### config.mk
export PLATFORM = sky130hd
export DESIGN_NAME = lbp_queue
export DESIGN_NICKNAME = d
export VERILOG_FILES = /design/src/rtl/core/lbp_pkg.sv /design/src/rtl/core/lbp_queue.sv
export VERILOG_INCLUDE_DIRS = /design/src /design/src/rtl/core
export SDC_FILE = /design/constraint.sdc
export NUM_CORES = 1
export LEC_CHECK = 0
export ABC_CLOCK_PERIOD_IN_PS = 2700
export BUFFER_PORTS_ARGS = -buffer_cell sky130_fd_sc_hd__buf_2
export CAP_MARGIN = 20
export CELL_PAD_IN_SITES_DETAIL_PLACEMENT = 0
export CELL_PAD_IN_SITES_GLOBAL_PLACEMENT = 1
export CORE_MARGIN = 8
export CORE_UTILIZATION = 43
export CTS_BUF_LIST = sky130_fd_sc_hd__clkbuf_16
export DETAILED_ROUTE_END_ITERATION = 8
export PLACE_DENSITY_LB_ADDON = 0.05
export SLEW_MARGIN = 20
export SYNTH_ARGS = -nofsm -noshare
export SYNTH_HDL_FRONTEND = slang
export SYNTH_SLANG_ARGS = --single-unit
### constraint.sdc
create_clock -name clock -period 2.7 [get_ports clock]
set_input_delay 0.135 -clock clock [delete_from_list [all_inputs] [get_ports clock]]
set_output_delay 0.135 -clock clock [all_outputs]
set_load 0.01 [all_outputs]
### src/rtl/core/lcd_background_pixel_pipeline_assert.svh
// ----------------------------------------------------------------------------
// LCD background pixel pipeline assertion macros
// Shared concurrent assertion forms used by the pipeline modules.
// ----------------------------------------------------------------------------
`ifndef LCD_BACKGROUND_PIXEL_PIPELINE_ASSERT_SVH
`define LCD_BACKGROUND_PIXEL_PIPELINE_ASSERT_SVH
`ifndef ASSERT_OFF
// Condition a implies condition c at the same clock edge.
`define LBP_ASSERT_IMPLY(label, clk, rst, a, c) \
   label: assert property (@(posedge clk) disable iff (rst) (a) |-> (c)) \
      else $error("assertion failed");
// Condition a implies condition c at the next clock edge.
`define LBP_ASSERT_NEXT(label, clk, rst, a, c) \
   label: assert property (@(posedge clk) disable iff (rst) (a) |=> (c)) \
      else $error("assertion failed");
`else
`define LBP_ASSERT_IMPLY(label, clk, rst, a, c)
`define LBP_ASSERT_NEXT(label, clk, rst, a, c)
`endif
`endif

### src/rtl/core/lbp_pkg.sv
// ----------------------------------------------------------------------------
// LCD background pixel pipeline package
// Types, constants and codes shared by the pipeline modules.
// ----------------------------------------------------------------------------
`timescale 1ns / 1ps
package lbp_pkg;
   localparam int VramBytesDefault  = 8192;
   localparam int QueueDepthDefault = 16;

   localparam logic [12:0] MapHighBase   = 13'h1C00;
   localparam logic [12:0] MapLowBase    = 13'h1800;
   localparam logic [12:0] SetSignedBase = 13'h1000;
   localparam logic [8:0]  DotsPerLine   = 9'd456;
   localparam logic [7:0]  LastLine      = 8'd153;
   localparam logic [7:0]  LastVisible   = 8'd143;
   localparam logic [8:0]  DrawDotLimit  = 9'd289;
   localparam logic [8:0]  OamDots       = 9'd80;
   localparam logic [8:0]  ScreenWidth   = 9'd160;

   typedef enum logic [1:0] {
      MODE_HBLANK = 2'd0,
      MODE_VBLANK = 2'd1,
      MODE_OAM    = 2'd2,
      MODE_DRAW   = 2'd3
   } mode_type;

   typedef enum logic [1:0] {
      FETCH_TILE = 2'd0,
      FETCH_LOW  = 2'd1,
      FETCH_HIGH = 2'd2,
      FETCH_PUSH = 2'd3
   } fetch_step_type;

   typedef enum logic [2:0] {
      CSR_LCD_CONTROL  = 3'd0,
      CSR_SCROLL_Y     = 3'd1,
      CSR_SCROLL_X     = 3'd2,
      CSR_COMPARE_LINE = 3'd3,
      CSR_IRQ_ENABLES  = 3'd4
   } csr_index_type;

   typedef enum logic [1:0] {
      CAP_TILE = 2'd0,
      CAP_LOW  = 2'd1,
      CAP_HIGH = 2'd2
   } capture_type;

   typedef struct packed {
      logic push;
      logic pop;
      logic clear;
   } queue_ctrl_type;

   typedef struct packed {
      logic       can_push;
      logic       has_pixel;
      logic [1:0] head;
   } queue_status_type;
endpackage

### src/rtl/core/lbp_queue.sv
// ----------------------------------------------------------------------------
// Background pixel queue
// Shift queue of two-bit pixels: eight pushed at the tail, one popped at head.
// ----------------------------------------------------------------------------
`timescale 1ns / 1ps
`include "lcd_background_pixel_pipeline_assert.svh"
module lbp_queue #(
   parameter int QueueDepth = lbp_pkg::QueueDepthDefault
) (
   input  logic                     clock,
   input  logic                     reset,
   input  lbp_pkg::queue_ctrl_type   ctrl,
   input  logic [7:0]               plane_low,
   input  logic [7:0]               plane_high,
   output lbp_pkg::queue_status_type status
);
   import lbp_pkg::*;

   localparam int CountWidth = $clog2(QueueDepth + 1);

   logic [CountWidth-1:0] count_ff, count_in;
   logic [1:0]            entry_ff [QueueDepth];
   logic [1:0]            entry_in [QueueDepth];
   logic [1:0]            pushed   [QueueDepth];

   assign status.can_push  = (count_ff <= CountWidth'(8));
   assign status.has_pixel = (count_ff > CountWidth'(8)) ||
                             (ctrl.push && (count_ff != '0));
   assign status.head      = entry_ff[0];

   always_comb begin
      int rel;
      for (int j = 0; j < QueueDepth; j++) begin
         rel = j - int'(count_ff);
         pushed[j] = entry_ff[j];
         if (ctrl.push && rel >= 0 && rel < 8) begin
            pushed[j] = {plane_high[7 - rel], plane_low[7 - rel]};
         end
      end
      for (int j = 0; j < QueueDepth; j++) begin
         if (ctrl.pop && j < QueueDepth - 1) begin
            entry_in[j] = pushed[j + 1];
         end else begin
            entry_in[j] = pushed[j];
         end
      end
      count_in = count_ff;
      if (ctrl.push) begin
         count_in = count_in + CountWidth'(8);
      end
      if (ctrl.pop) begin
         count_in = count_in - CountWidth'(1);
      end
      if (ctrl.clear) begin
         count_in = '0;
      end
   end

   always_ff @(posedge clock) begin
      if (reset) begin
         count_ff <= '0;
      end else begin
         count_ff <= count_in;
      end
   end

   always_ff @(posedge clock) begin
      entry_ff <= entry_in;
   end

   `LBP_ASSERT_IMPLY(a_count_bound, clock, reset, 1'b1, count_ff <= CountWidth'(QueueDepth))
   `LBP_ASSERT_IMPLY(a_push_room, clock, reset, ctrl.push, count_ff <= CountWidth'(8))
   `LBP_ASSERT_NEXT(a_clear_empty, clock, reset, ctrl.clear, count_ff == '0)
endmodule

==> results.sh, run 1 <==
export IMPL_worstSetupStartpoint="count_ff[2]"
export IMPL_clkSinkCount=37
export IMPL_status="finished clean"
export IMPL_port_buffers=24
export IMPL_fp_dieH_um=103
export IMPL_layout_common_cells="49 x mux2i_1, 42 x nand2_1, 35 x dfxtp_1"
export IMPL_antenna_found_initial=0
export IMPL_firstDrtPassIters=4
export IMPL_synth_compound_area_share_pct=11.0
export IMPL_cpPeakStageDelay_ps=580
export IMPL_ys_ff_latch=37
export IMPL_busiest_layer="met2"
export IMPL_synth_mux_area_share_pct=32.7
export IMPL_synth_simple_gate_area_share_pct=15.0
export IMPL_clk_latency_ps=280
export IMPL_ff2ff_setup_slack_ps=350
export IMPL_crit_cells=7
export IMPL_syn_inst=334
export IMPL_crit_type="reg -> reg"
export IMPL_core_area_um2=7290
export IMPL_n_antenna_cell=0
export IMPL_power_total_mw=2.36
export IMPL_worst_slack_ps=353
export IMPL_ant_nets=0
export IMPL_worstSetupEndpointType="flop"
export IMPL_hold_path_class="in -> reg"
export IMPL_crit_slowest_cell="ha_1"
export IMPL_grt_util_met3_pct=2.09
export IMPL_fin_crit_ps=2350
export IMPL_place_hpwl_um=6430
export IMPL_r2r_end="status[0]"
export IMPL_vias_per_cell=5.59
export IMPL_cts_tree="built"
export IMPL_die_x_um=103
export IMPL_worstPathRequired_ps=2730
export IMPL_finalSetupTns_ps=0
export IMPL_synth_fa_ha_area_share_pct=8.07
export IMPL_p_seq_share_pct=35.3
export IMPL_dieArea_um2=10600
export IMPL_crit_family="multiplexers"
export IMPL_dpl_instance_area_um2=3430
export IMPL_vias=2521
export IMPL_cts_resized=0
export IMPL_final_hold_viol_count=0
export IMPL_synthArstFlopShare_pct=0
export IMPL_drv_slew=0
export IMPL_ys_warn_count=0
export IMPL_stdcell_count=451
export IMPL_power_density_nw_per_um2=656
export IMPL_ys_flop_type="dfxtp_1"
export IMPL_met2_usage_pct=26.5
export IMPL_cp_num_buf_inv=1
export IMPL_synth_area_leaders="dfxtp_1 22%, mux4_2 17%, mux2i_1 15%"
export IMPL_power_leakage_nw=1.53
export IMPL_synth_seq_area_share_pct=23.4
export IMPL_post_cts_buffers=0
export IMPL_avgSynthCellArea_um2=9.74
export IMPL_r2r_start="count_ff[2]"
export IMPL_track_usage_pct=16.6
export IMPL_syn_num_nets=376
export IMPL_power_share_clock_pct=28.5
export IMPL_utilization_pct=49.4
export IMPL_overflow=0
export IMPL_syn2layout_area_growth_pct=10.6
export IMPL_grt_pass1_vias=2503
export IMPL_place_congestion=0.772
export IMPL_finalInstanceArea_um2=3600
export IMPL_drt_iter0_drc=119
export IMPL_cp_max_fo=8
export IMPL_p_int_mw=1.59
export IMPL_synth_area_um2=3250
export IMPL_critPathLaunchType="flop"
export IMPL_fin_hold_ws_ps=74.7
export IMPL_maxCapViolCount=0
export IMPL_drc=0
export IMPL_worstPathArrival_ps=2370
export IMPL_setup_viol=0
export IMPL_hold_buffers=0
export IMPL_grt_max_degree=33
export IMPL_drt_wl_total_um=8270
export IMPL_synth_xor_area_share_pct=4.04
export IMPL_initial_utilization_pct=44.6
export IMPL_synth_top_cell_by_area="dfxtp_1"
export IMPL_grtUsageMet1_pct=22.6
export IMPL_drive_gt1_share_pct=21.3
export IMPL_synth_distinct_cells=48
export IMPL_switching_share_pct=32.4
export IMPL_pre_cts_ws_ps=344
export IMPL_cts_root_buf="clkbuf_16"
export IMPL_ir_worst_vdd_v=0.000284
export IMPL_synth_edff_count=2
export IMPL_wl_per_cell_um=18.3
export IMPL_cts_buffers=5
export IMPL_row_count=31
export IMPL_io_pins=25
export IMPL_max_slew_margin_pct=55.6
export IMPL_yosys_area_top_type_share_pct=21.5
export IMPL_tightest_slew_ps=666
export IMPL_critPathCapture="status[0]"
export IMPL_clk_path_buf_depth=2
export IMPL_final_common_cell="mux2i_1"
export IMPL_synth_top_family_by_area="multiplexers"
export IMPL_rsz0062_at_grt="false"
export IMPL_power_frac_comb_pct=36.1
export IMPL_period_share_pct=86.9
export IMPL_h_tree_depth=2
export IMPL_cts_reportedPaths_clkPinSlew_ps=60
export IMPL_nets=393
export IMPL_fmax_mhz=426
export IMPL_place_inst=443
export IMPL_grt_pass1_wl_um=13400
export IMPL_finalClockSkew_ps=4.64
export IMPL_crit_chain="inv_1 > ha_1 > mux4_2 > nand2_1 > nand2_1 > mux2i_1 > a21oi_1"
export IMPL_p_switching_mw=0.765
export IMPL_cpMostUsedCell="nand2_1"
export IMPL_reg2regPathDepth=7
## synthesized netlist by cell type (4+ instances only)
cell type  instances
nor2b_1            7
dfxtp_1           35
inv_1             12
xor2_1             4
a21oi_1           15
mux2i_1           49
nand2_1           42
ha_1              21
nand3_1            5
o21ai_0            9
nor2_1            11
buf_4              7
nor3_1             7
mux4_2            24
nand2b_1           8
clkbuf_1           5
xnor2_1           11
buf_2              8
## sequential cells by signal (all words and copies together) (netlist names)
| name | flops |
|---|---|
| count_ff | 5 |
| status | 2 |
| entry_ff | 30 |
## final cells by class
| class | instances | area, µm² |
|---|---|---|
| Fill cell | 737 | 3690 |
| Multi-Input combinational cell | 261 | 2310 |
| Sequential cell | 37 | 761 |
| Timing Repair Buffer | 33 | 188 |
| Clock buffer | 5 | 125 |
| Tap cell | 99 | 124 |
| Inverter | 13 | 48.8 |
| Clock inverter | 3 | 46.3 |
## routing by layer
layer | vias up | wire length, µm
li1 | 1249 | -
met1 | 1202 | 4090
met2 | 60 | 3770
met3 | 10 | 256
met4 | 0 | 161
met5 | - | 0
## how the worst min path moves through the flow
stage             endpoint  startpoint  slack, ps  cells past startpoint
3_3_place_gp   count_ff[2]       reset        370                      2
6_report       count_ff[3]       reset         70                      2
3_5_place_dp   count_ff[2]       reset        370                      2
2_1_floorplan  count_ff[2]       reset        210                      1
5_1_grt        count_ff[2]       reset         80                      2
4_1_cts        count_ff[2]       reset         70                      2
## worst register-to-register path: cells and delay by family (launching register included)
family,cells,cell delay (ps)
AO/OA/AOI/OAI,1,90
multiplexers,2,770
adder cells (fa/ha/maj),1,580
AND/OR/NAND/NOR,2,190
flip-flops,1,320
buffers and inverters,1,130
## power groups by stage
| stage | combinational (mW) | sequential (mW) | clock, mW |
|---|---|---|---|
| after CTS | 0.858 | 0.834 | 0.681 |
| after global placement | 0.848 | 0.843 | 0 |
| after detailed placement | 0.855 | 0.843 | 0 |
| after floorplan | 0.660 | 0.830 | 0 |
| after global routing | 0.950 | 0.854 | 0.709 |
| final | 0.853 | 0.833 | 0.674 |
## cell families (layout without fill, tap and decap cells)
kind of cell               after synthesis  in the layout
adders and majority gates               21             21
buffers and inverters                   36             54
muxes                                   76             76
DFF                                     37             37
and+or+nand+nor                         97             97
xor gates and xnor gates                15             15
AOI/OAI and AO/OA                       52             52
No activity file was read; power rests on OpenSTA's default activity.
==> inputs of run 2 (changes only) <==
--- a/config.mk
+++ b/config.mk
@@ -6,13 +6,14 @@
 export SDC_FILE = /design/constraint.sdc
 export NUM_CORES = 1
 export LEC_CHECK = 0
+export ABC_AREA = 1
 export ABC_CLOCK_PERIOD_IN_PS = 2700
 export BUFFER_PORTS_ARGS = -buffer_cell sky130_fd_sc_hd__buf_2
 export CAP_MARGIN = 20
 export CELL_PAD_IN_SITES_DETAIL_PLACEMENT = 0
 export CELL_PAD_IN_SITES_GLOBAL_PLACEMENT = 1
 export CORE_MARGIN = 8
-export CORE_UTILIZATION = 43
+export CORE_UTILIZATION = 38
 export CTS_BUF_LIST = sky130_fd_sc_hd__clkbuf_16
 export DETAILED_ROUTE_END_ITERATION = 8
 export PLACE_DENSITY_LB_ADDON = 0.05
==> run 2 against run 1 <==
  * First-iteration DRC count rose by 40%
  * Register-to-register slack improved by 240 ps
  * Sequential power down 13%
  * Die area up 12%
  * Global-route usage increased by 1.7 points
  * Worst setup slack improved by 240 ps
  * Critical endpoint is now entry_ff[16]
  * Highest routed layer unchanged
==> results.sh, run 2 <==
export IMPL_status="finished clean"
export IMPL_reg2regPathDepth=10
export IMPL_overflow=0
export IMPL_finalClockSkew_ps=6.48
export IMPL_synth_seq_area_share_pct=23.1
export IMPL_yosys_area_top_type_share_pct=24.7
export IMPL_r2r_start="count_ff[0]"
export IMPL_ys_warn_count=0
export IMPL_ir_worst_vdd_v=0.000239
export IMPL_finalSetupTns_ps=0
export IMPL_synthArstFlopShare_pct=0
export IMPL_antenna_found_initial=0
export IMPL_cts_resized=0
export IMPL_grt_pass1_wl_um=16700
export IMPL_nets=611
export IMPL_die_x_um=109
export IMPL_track_usage_pct=18.4
export IMPL_rsz0062_at_grt="false"
export IMPL_hold_end="count_ff[0]"
export IMPL_num_fill_cells=925
export IMPL_drv_slew=0
export IMPL_fin_crit_ps=2110
export IMPL_top_register="entry_ff"
export IMPL_r2r_end="entry_ff[16]"
export IMPL_wl_met2_um=4770
export IMPL_grt_max_degree=38
export IMPL_seqCellArea_um2=761
export IMPL_synth_edff_count=2
export IMPL_h_tree_depth=2
export IMPL_wl_per_cell_um=15.8
export IMPL_maxCapViolCount=0
export IMPL_place_inst=670
export IMPL_max_slew_margin_pct=42.9
export IMPL_crit_family="simple AND/OR/NAND/NOR gates"
export IMPL_cts_root_buf="clkbuf_16"
export IMPL_cp_max_fo=25
export IMPL_synth_area_leaders="nand2_1 25%, dfxtp_1 21%, nand3_1 18%"
export IMPL_synth_area_um2=3300
export IMPL_grt_pass1_vias=3156
export IMPL_tightest_slew_ps=856
export IMPL_dieArea_um2=11900
export IMPL_final_common_cell="nand2_1"
export IMPL_crit_type="reg -> reg"
export IMPL_synth_distinct_cells=33
export IMPL_worst_slack_ps=588
export IMPL_drt_met1_wl_um=5160
export IMPL_fmax_mhz=474
export IMPL_cts_reportedPaths_clkPinSlew_ps=60
export IMPL_synth_top_cell_by_area="nand2_1"
export IMPL_cpPeakStageDelay_ps=340
export IMPL_final_hold_viol_count=0
export IMPL_netlist_top_cells_count="217 x nand2_1, 119 x nand3_1, 45 x inv_1, 35 x dfxtp_1, 21 x ha_1"
export IMPL_cp_num_buf_inv=3
export IMPL_drc=0
export IMPL_synth_most_common_cell="nand2_1"
export IMPL_power_density_nw_per_um2=581
export IMPL_finalInstanceArea_um2=3640
export IMPL_hold_path_class="in -> reg"
export IMPL_drt_iter0_drc=167
export IMPL_hold_path_depth=3
export IMPL_syn_inst=549
export IMPL_firstDrtPassIters=5
export IMPL_cts_buffers=5
export IMPL_drive_gt1_share_pct=11.6
export IMPL_worstPathRequired_ps=2920
export IMPL_vias_per_cell=5.02
export IMPL_worstSetupEndpointType="flop"
export IMPL_n_antenna_cell=0
export IMPL_period_share_pct=78.2
export IMPL_dpl_instance_area_um2=3480
export IMPL_ant_nets=0
export IMPL_crit_chain="inv_2 > buf_4 > ha_1 > xnor2_2 > inv_1 > nand2_1 > nand2_1 > nand2_1 > nand3_1 > nand2_1"
export IMPL_hold_buffers=0
export IMPL_clkSinkCount=37
export IMPL_ff2ff_setup_slack_ps=590
export IMPL_stdcell_count=678
export IMPL_worstPathArrival_ps=2330
export IMPL_cpMostUsedCell="nand2_1"
export IMPL_ys_flop_type="dfxtp_1"
export IMPL_crit_slowest_cell="dfxtp_1"
export IMPL_ys_ff_latch=37
export IMPL_drt_wl_total_um=10700
export IMPL_initial_utilization_pct=38.6
export IMPL_dr_max_layer_used="met4"
export IMPL_layout_common_cells="217 x nand2_1, 119 x nand3_1, 46 x inv_1"
export IMPL_vias=3406
export IMPL_multi_input_area_um2=2190
export IMPL_fp_dieH_um=109
export IMPL_largest_reg_flops=30
export IMPL_io_pins=25
export IMPL_power_leakage_nw=1.91
export IMPL_worstSetupStartpoint="count_ff[0]"
export IMPL_place_congestion=0.944
export IMPL_setup_viol=0
export IMPL_syn2layout_area_growth_pct=10.4
export IMPL_hold_path_startpoint="reset"
export IMPL_pre_cts_ws_ps=657
export IMPL_row_count=34
export IMPL_avgSynthCellArea_um2=6.01
export IMPL_cts_tree="built"
export IMPL_syn_num_nets=591
export IMPL_core_area_um2=8550
export IMPL_route_met3_wl_um=485
export IMPL_critPathLaunchType="flop"
export IMPL_clk_path_buf_depth=2
export IMPL_post_cts_buffers=0
export IMPL_clk_latency_ps=280
export IMPL_fin_hold_ws_ps=169
export IMPL_place_hpwl_um=8330
export IMPL_port_buffers=24
-- run 2: changes by cell type in the layout (fill, tap and decap cells not counted), moves of 7 or more --
cell / previous run / this run
nand2_1: 42 / 217
nor2_1: 11 / 19
inv_1: 12 / 46
nand2b_1: 8 / 0
mux4_2: 24 / 0
nor3_1: 7 / 0
xnor2_1: 11 / 0
a21oi_1: 15 / 6
mux2i_1: 49 / 0
nand3_1: 5 / 119
nor2b_1: 7 / 0
-- run 2: per-stage QoR --
step                power, mW  util, %
finish                   2.12     42.6
detailed placement       1.49     40.7
global placement         1.49     40.7
floorplan                1.29        -
global route             2.27     42.6
CTS                      2.14     42.6
-- run 2: cell type report --
| class | count | share of cell area [%] |
|---|---|---|
| Timing Repair Buffer | 34 | 5.36 |
| Sequential cell | 37 | 20.9 |
| Tap cell | 108 | 3.71 |
| Clock buffer | 6 | 4.12 |
| Multi-Input combinational cell | 437 | 60.0 |
| Clock inverter | 2 | 0.240 |
| Inverter | 54 | 5.63 |
-- run 2: worst max-delay path by stage --
stage / end / slack (ps) / depth (start not counted)
after floorplan: status[0] / 540 / 7
after global placement: entry_ff[16] / 620 / 10
after detailed placement: entry_ff[16] / 660 / 10
after CTS: entry_ff[16] / 630 / 10
after global routing: entry_ff[8] / 450 / 10
final: entry_ff[16] / 590 / 10
-- run 2: cells by family after synthesis --
group                      share of synthesized area, %
DFF                                                23.1
adders and majority gates                          7.96
and+or+nand+nor                                    49.9
xor gates and xnor gates                           2.54
AOI/OAI and AO/OA                                  5.84
buffers and inverters                              10.7
-- run 2: layer usage --
layer / track usage, % / up-vias
met3: 3.07 / 18
li1: - / 1803
met4: 6.36 / 0
met5: 0 / -
met2: 28.6 / 78
met1: 25.0 / 1507
-- run 2: worst min-delay path, delay by kind of cell --
| kind | cells | cell delay [ps] |
|---|---|---|
| buffers and inverters | 1 | 70 |
| AOI/OAI and AO/OA | 1 | 50 |
| and+or+nand+nor | 1 | 150 |
-- run 2: report_power, final --
group	switching, mW	internal (mW)
Sequential	0.0385	0.689
Combinational	0.490	0.263
Clock	0.243	0.394
Total	0.771	1.35
==> inputs of run 3 (changes only) <==
--- a/config.mk
+++ b/config.mk
@@ -7,13 +7,13 @@
 export NUM_CORES = 1
 export LEC_CHECK = 0
 export ABC_AREA = 1
-export ABC_CLOCK_PERIOD_IN_PS = 2700
+export ABC_CLOCK_PERIOD_IN_PS = 2000
 export BUFFER_PORTS_ARGS = -buffer_cell sky130_fd_sc_hd__buf_2
 export CAP_MARGIN = 20
 export CELL_PAD_IN_SITES_DETAIL_PLACEMENT = 0
 export CELL_PAD_IN_SITES_GLOBAL_PLACEMENT = 1
 export CORE_MARGIN = 8
-export CORE_UTILIZATION = 38
+export CORE_UTILIZATION = 43
 export CTS_BUF_LIST = sky130_fd_sc_hd__clkbuf_16
 export DETAILED_ROUTE_END_ITERATION = 8
 export PLACE_DENSITY_LB_ADDON = 0.05
==> constraint.sdc (replaced) <==
create_clock -name clock -period 2 [get_ports clock]
set_input_delay 0.1 -clock clock [delete_from_list [all_inputs] [get_ports clock]]
set_output_delay 0.1 -clock clock [all_outputs]
set_load 0.01 [all_outputs]
==> run 3 against run 2 <==
  * Core utilization up 6.8 points
  * Via count up 3.0%
  * Sequential power up 35%
  * Final area up 2.6%
  * Global-route usage up 0.74 points
  * Clock skew down 2.5 ps
  * Power up 37%
  * Routed wire length down 5.5%
  * Count of clock-buffer cells in the layout unchanged
  * Register-to-register slack worse by 430 ps
  * Sequential cell count unchanged
  * Critical path type unchanged
  * Largest cell class unchanged
  * Highest routed layer unchanged
==> results.sh, run 3 (synthesized netlist as in run 2, its figures left out) <==
export IMPL_grt_pass1_wl_um=16600
export IMPL_place_hpwl_um=8020
export IMPL_grt_pass1_vias=3278
export IMPL_worst_slack_ps=159
export IMPL_crit_slowest_cell="o41ai_2"
export IMPL_met2_usage_pct=32.4
export IMPL_cts_reportedPaths_clkPinSlew_ps=60
export IMPL_crit_chain="inv_2 > ha_1 > nand2_1 > inv_1 > ha_1 > o41ai_2"
export IMPL_fin_hold_ws_ps=122
export IMPL_cp_num_buf_inv=2
export IMPL_finalClockSkew_ps=3.96
export IMPL_cts_resized=0
export IMPL_period_share_pct=92.0
export IMPL_power_total_mw=2.91
export IMPL_worstSetupEndpointType="flop"
export IMPL_worstPathRequired_ps=1940
export IMPL_h_tree_depth=2
export IMPL_cpPeakStageDelay_ps=490
export IMPL_num_fill_cells=828
export IMPL_vias_per_cell=5.16
export IMPL_place_inst=672
export IMPL_clk_path_buf_depth=2
export IMPL_place_congestion=0.934
export IMPL_maxCapViolCount=0
export IMPL_overflow=0
export IMPL_stdcell_count=680
export IMPL_vias=3508
export IMPL_cts_tree="built"
export IMPL_status="finished clean"
export IMPL_row_count=32
export IMPL_final_hold_viol_count=0
export IMPL_hold_path_class="in -> reg"
export IMPL_initial_utilization_pct=43.6
export IMPL_cts_root_buf="clkbuf_16"
export IMPL_fp_dieH_um=104
export IMPL_ant_nets=0
export IMPL_power_density_nw_per_um2=777
export IMPL_crit_family="adder cells"
export IMPL_critPathLaunchType="flop"
export IMPL_hold_buffers=0
export IMPL_setup_viol=0
export IMPL_clk_latency_ps=280
export IMPL_largest_reg_flops=30
export IMPL_port_buffers=24
export IMPL_grt_util_met3_pct=2.66
export IMPL_dpl_instance_area_um2=3560
export IMPL_wl_per_cell_um=14.9
export IMPL_dieArea_um2=10700
export IMPL_firstDrtPassIters=5
export IMPL_ir_worst_vdd_v=0.000398
export IMPL_post_cts_buffers=0
export IMPL_top_register="entry_ff"
export IMPL_grtUsageMet1_pct=24.7
export IMPL_drt_iter0_drc=248
export IMPL_grt_max_degree=38
export IMPL_fmax_mhz=543
export IMPL_cpMostUsedCell="ha_1"
export IMPL_antenna_found_initial=0
export IMPL_worstPathArrival_ps=1780
export IMPL_layout_common_cells="217 x nand2_1, 119 x nand3_1, 45 x inv_1"
export IMPL_tightest_slew_ps=431
export IMPL_core_area_um2=7570
export IMPL_power_leakage_nw=1.95
export IMPL_finalInstanceArea_um2=3740
export IMPL_n_antenna_cell=0
export IMPL_track_usage_pct=19.1
export IMPL_die_x_um=104
export IMPL_final_common_cell="nand2_1"
export IMPL_drc=0
export IMPL_busiest_layer="met2"
export IMPL_syn2layout_area_growth_pct=13.3
export IMPL_pre_cts_ws_ps=137
export IMPL_cp_max_fo=3
export IMPL_drt_wl_total_um=10100
export IMPL_cts_buffers=5
export IMPL_drv_slew=0
export IMPL_nets=619
export IMPL_drive_gt1_share_pct=14.2
export IMPL_clkSinkCount=37
export IMPL_utilization_pct=49.4
export IMPL_max_slew_margin_pct=71.0
export IMPL_rsz0062_at_grt="false"
export IMPL_fin_crit_ps=1840
export IMPL_io_pins=25
export IMPL_crit_type="reg -> reg"
export IMPL_finalSetupTns_ps=0
[run 3: per-layer routing]
metal	wire length, µm	vias up
met1	4890	1595
met4	157	0
met2	4700	86
met3	383	14
met5	0	-
li1	-	1813
[run 3: area by class of cell]
class                      count  area, µm²  share of cell area [%]
sequential                    37        762                    20.4
timing repair buffer          42        268                    7.16
clock buffer                   6        150                    4.02
multi-input combinational    437       2210                    59.0
tap                          102        128                    3.41
clock inverter                 2       16.3                   0.435
inverter                      54        208                    5.56
[run 3: path summary, 6_finish.rpt]
path               start     endpoint  slack, ps  cells after the start
max          count_ff[0]    status[1]        160                      6
min                reset  count_ff[0]        120                      3
max reg2reg  count_ff[0]    status[1]        160                      6
min reg2reg  entry_ff[0]  entry_ff[0]        470                      1
[run 3: power by group]
part | internal (mW) | switching (mW) | total, mW | leakage [nW]
logic | 0.377 | 0.666 | 1.04 | 1.56
clock network | 0.540 | 0.342 | 0.883 | 0.0782
registers | 0.930 | 0.0508 | 0.981 | 0.314
[run 3: worst register-to-register path: stages (launching register included)]
cell     delay (ps)
dfxtp_1         340
inv_2            50
ha_1            220
nand2_1          80
inv_1            40
ha_1            270
o41ai_2         490
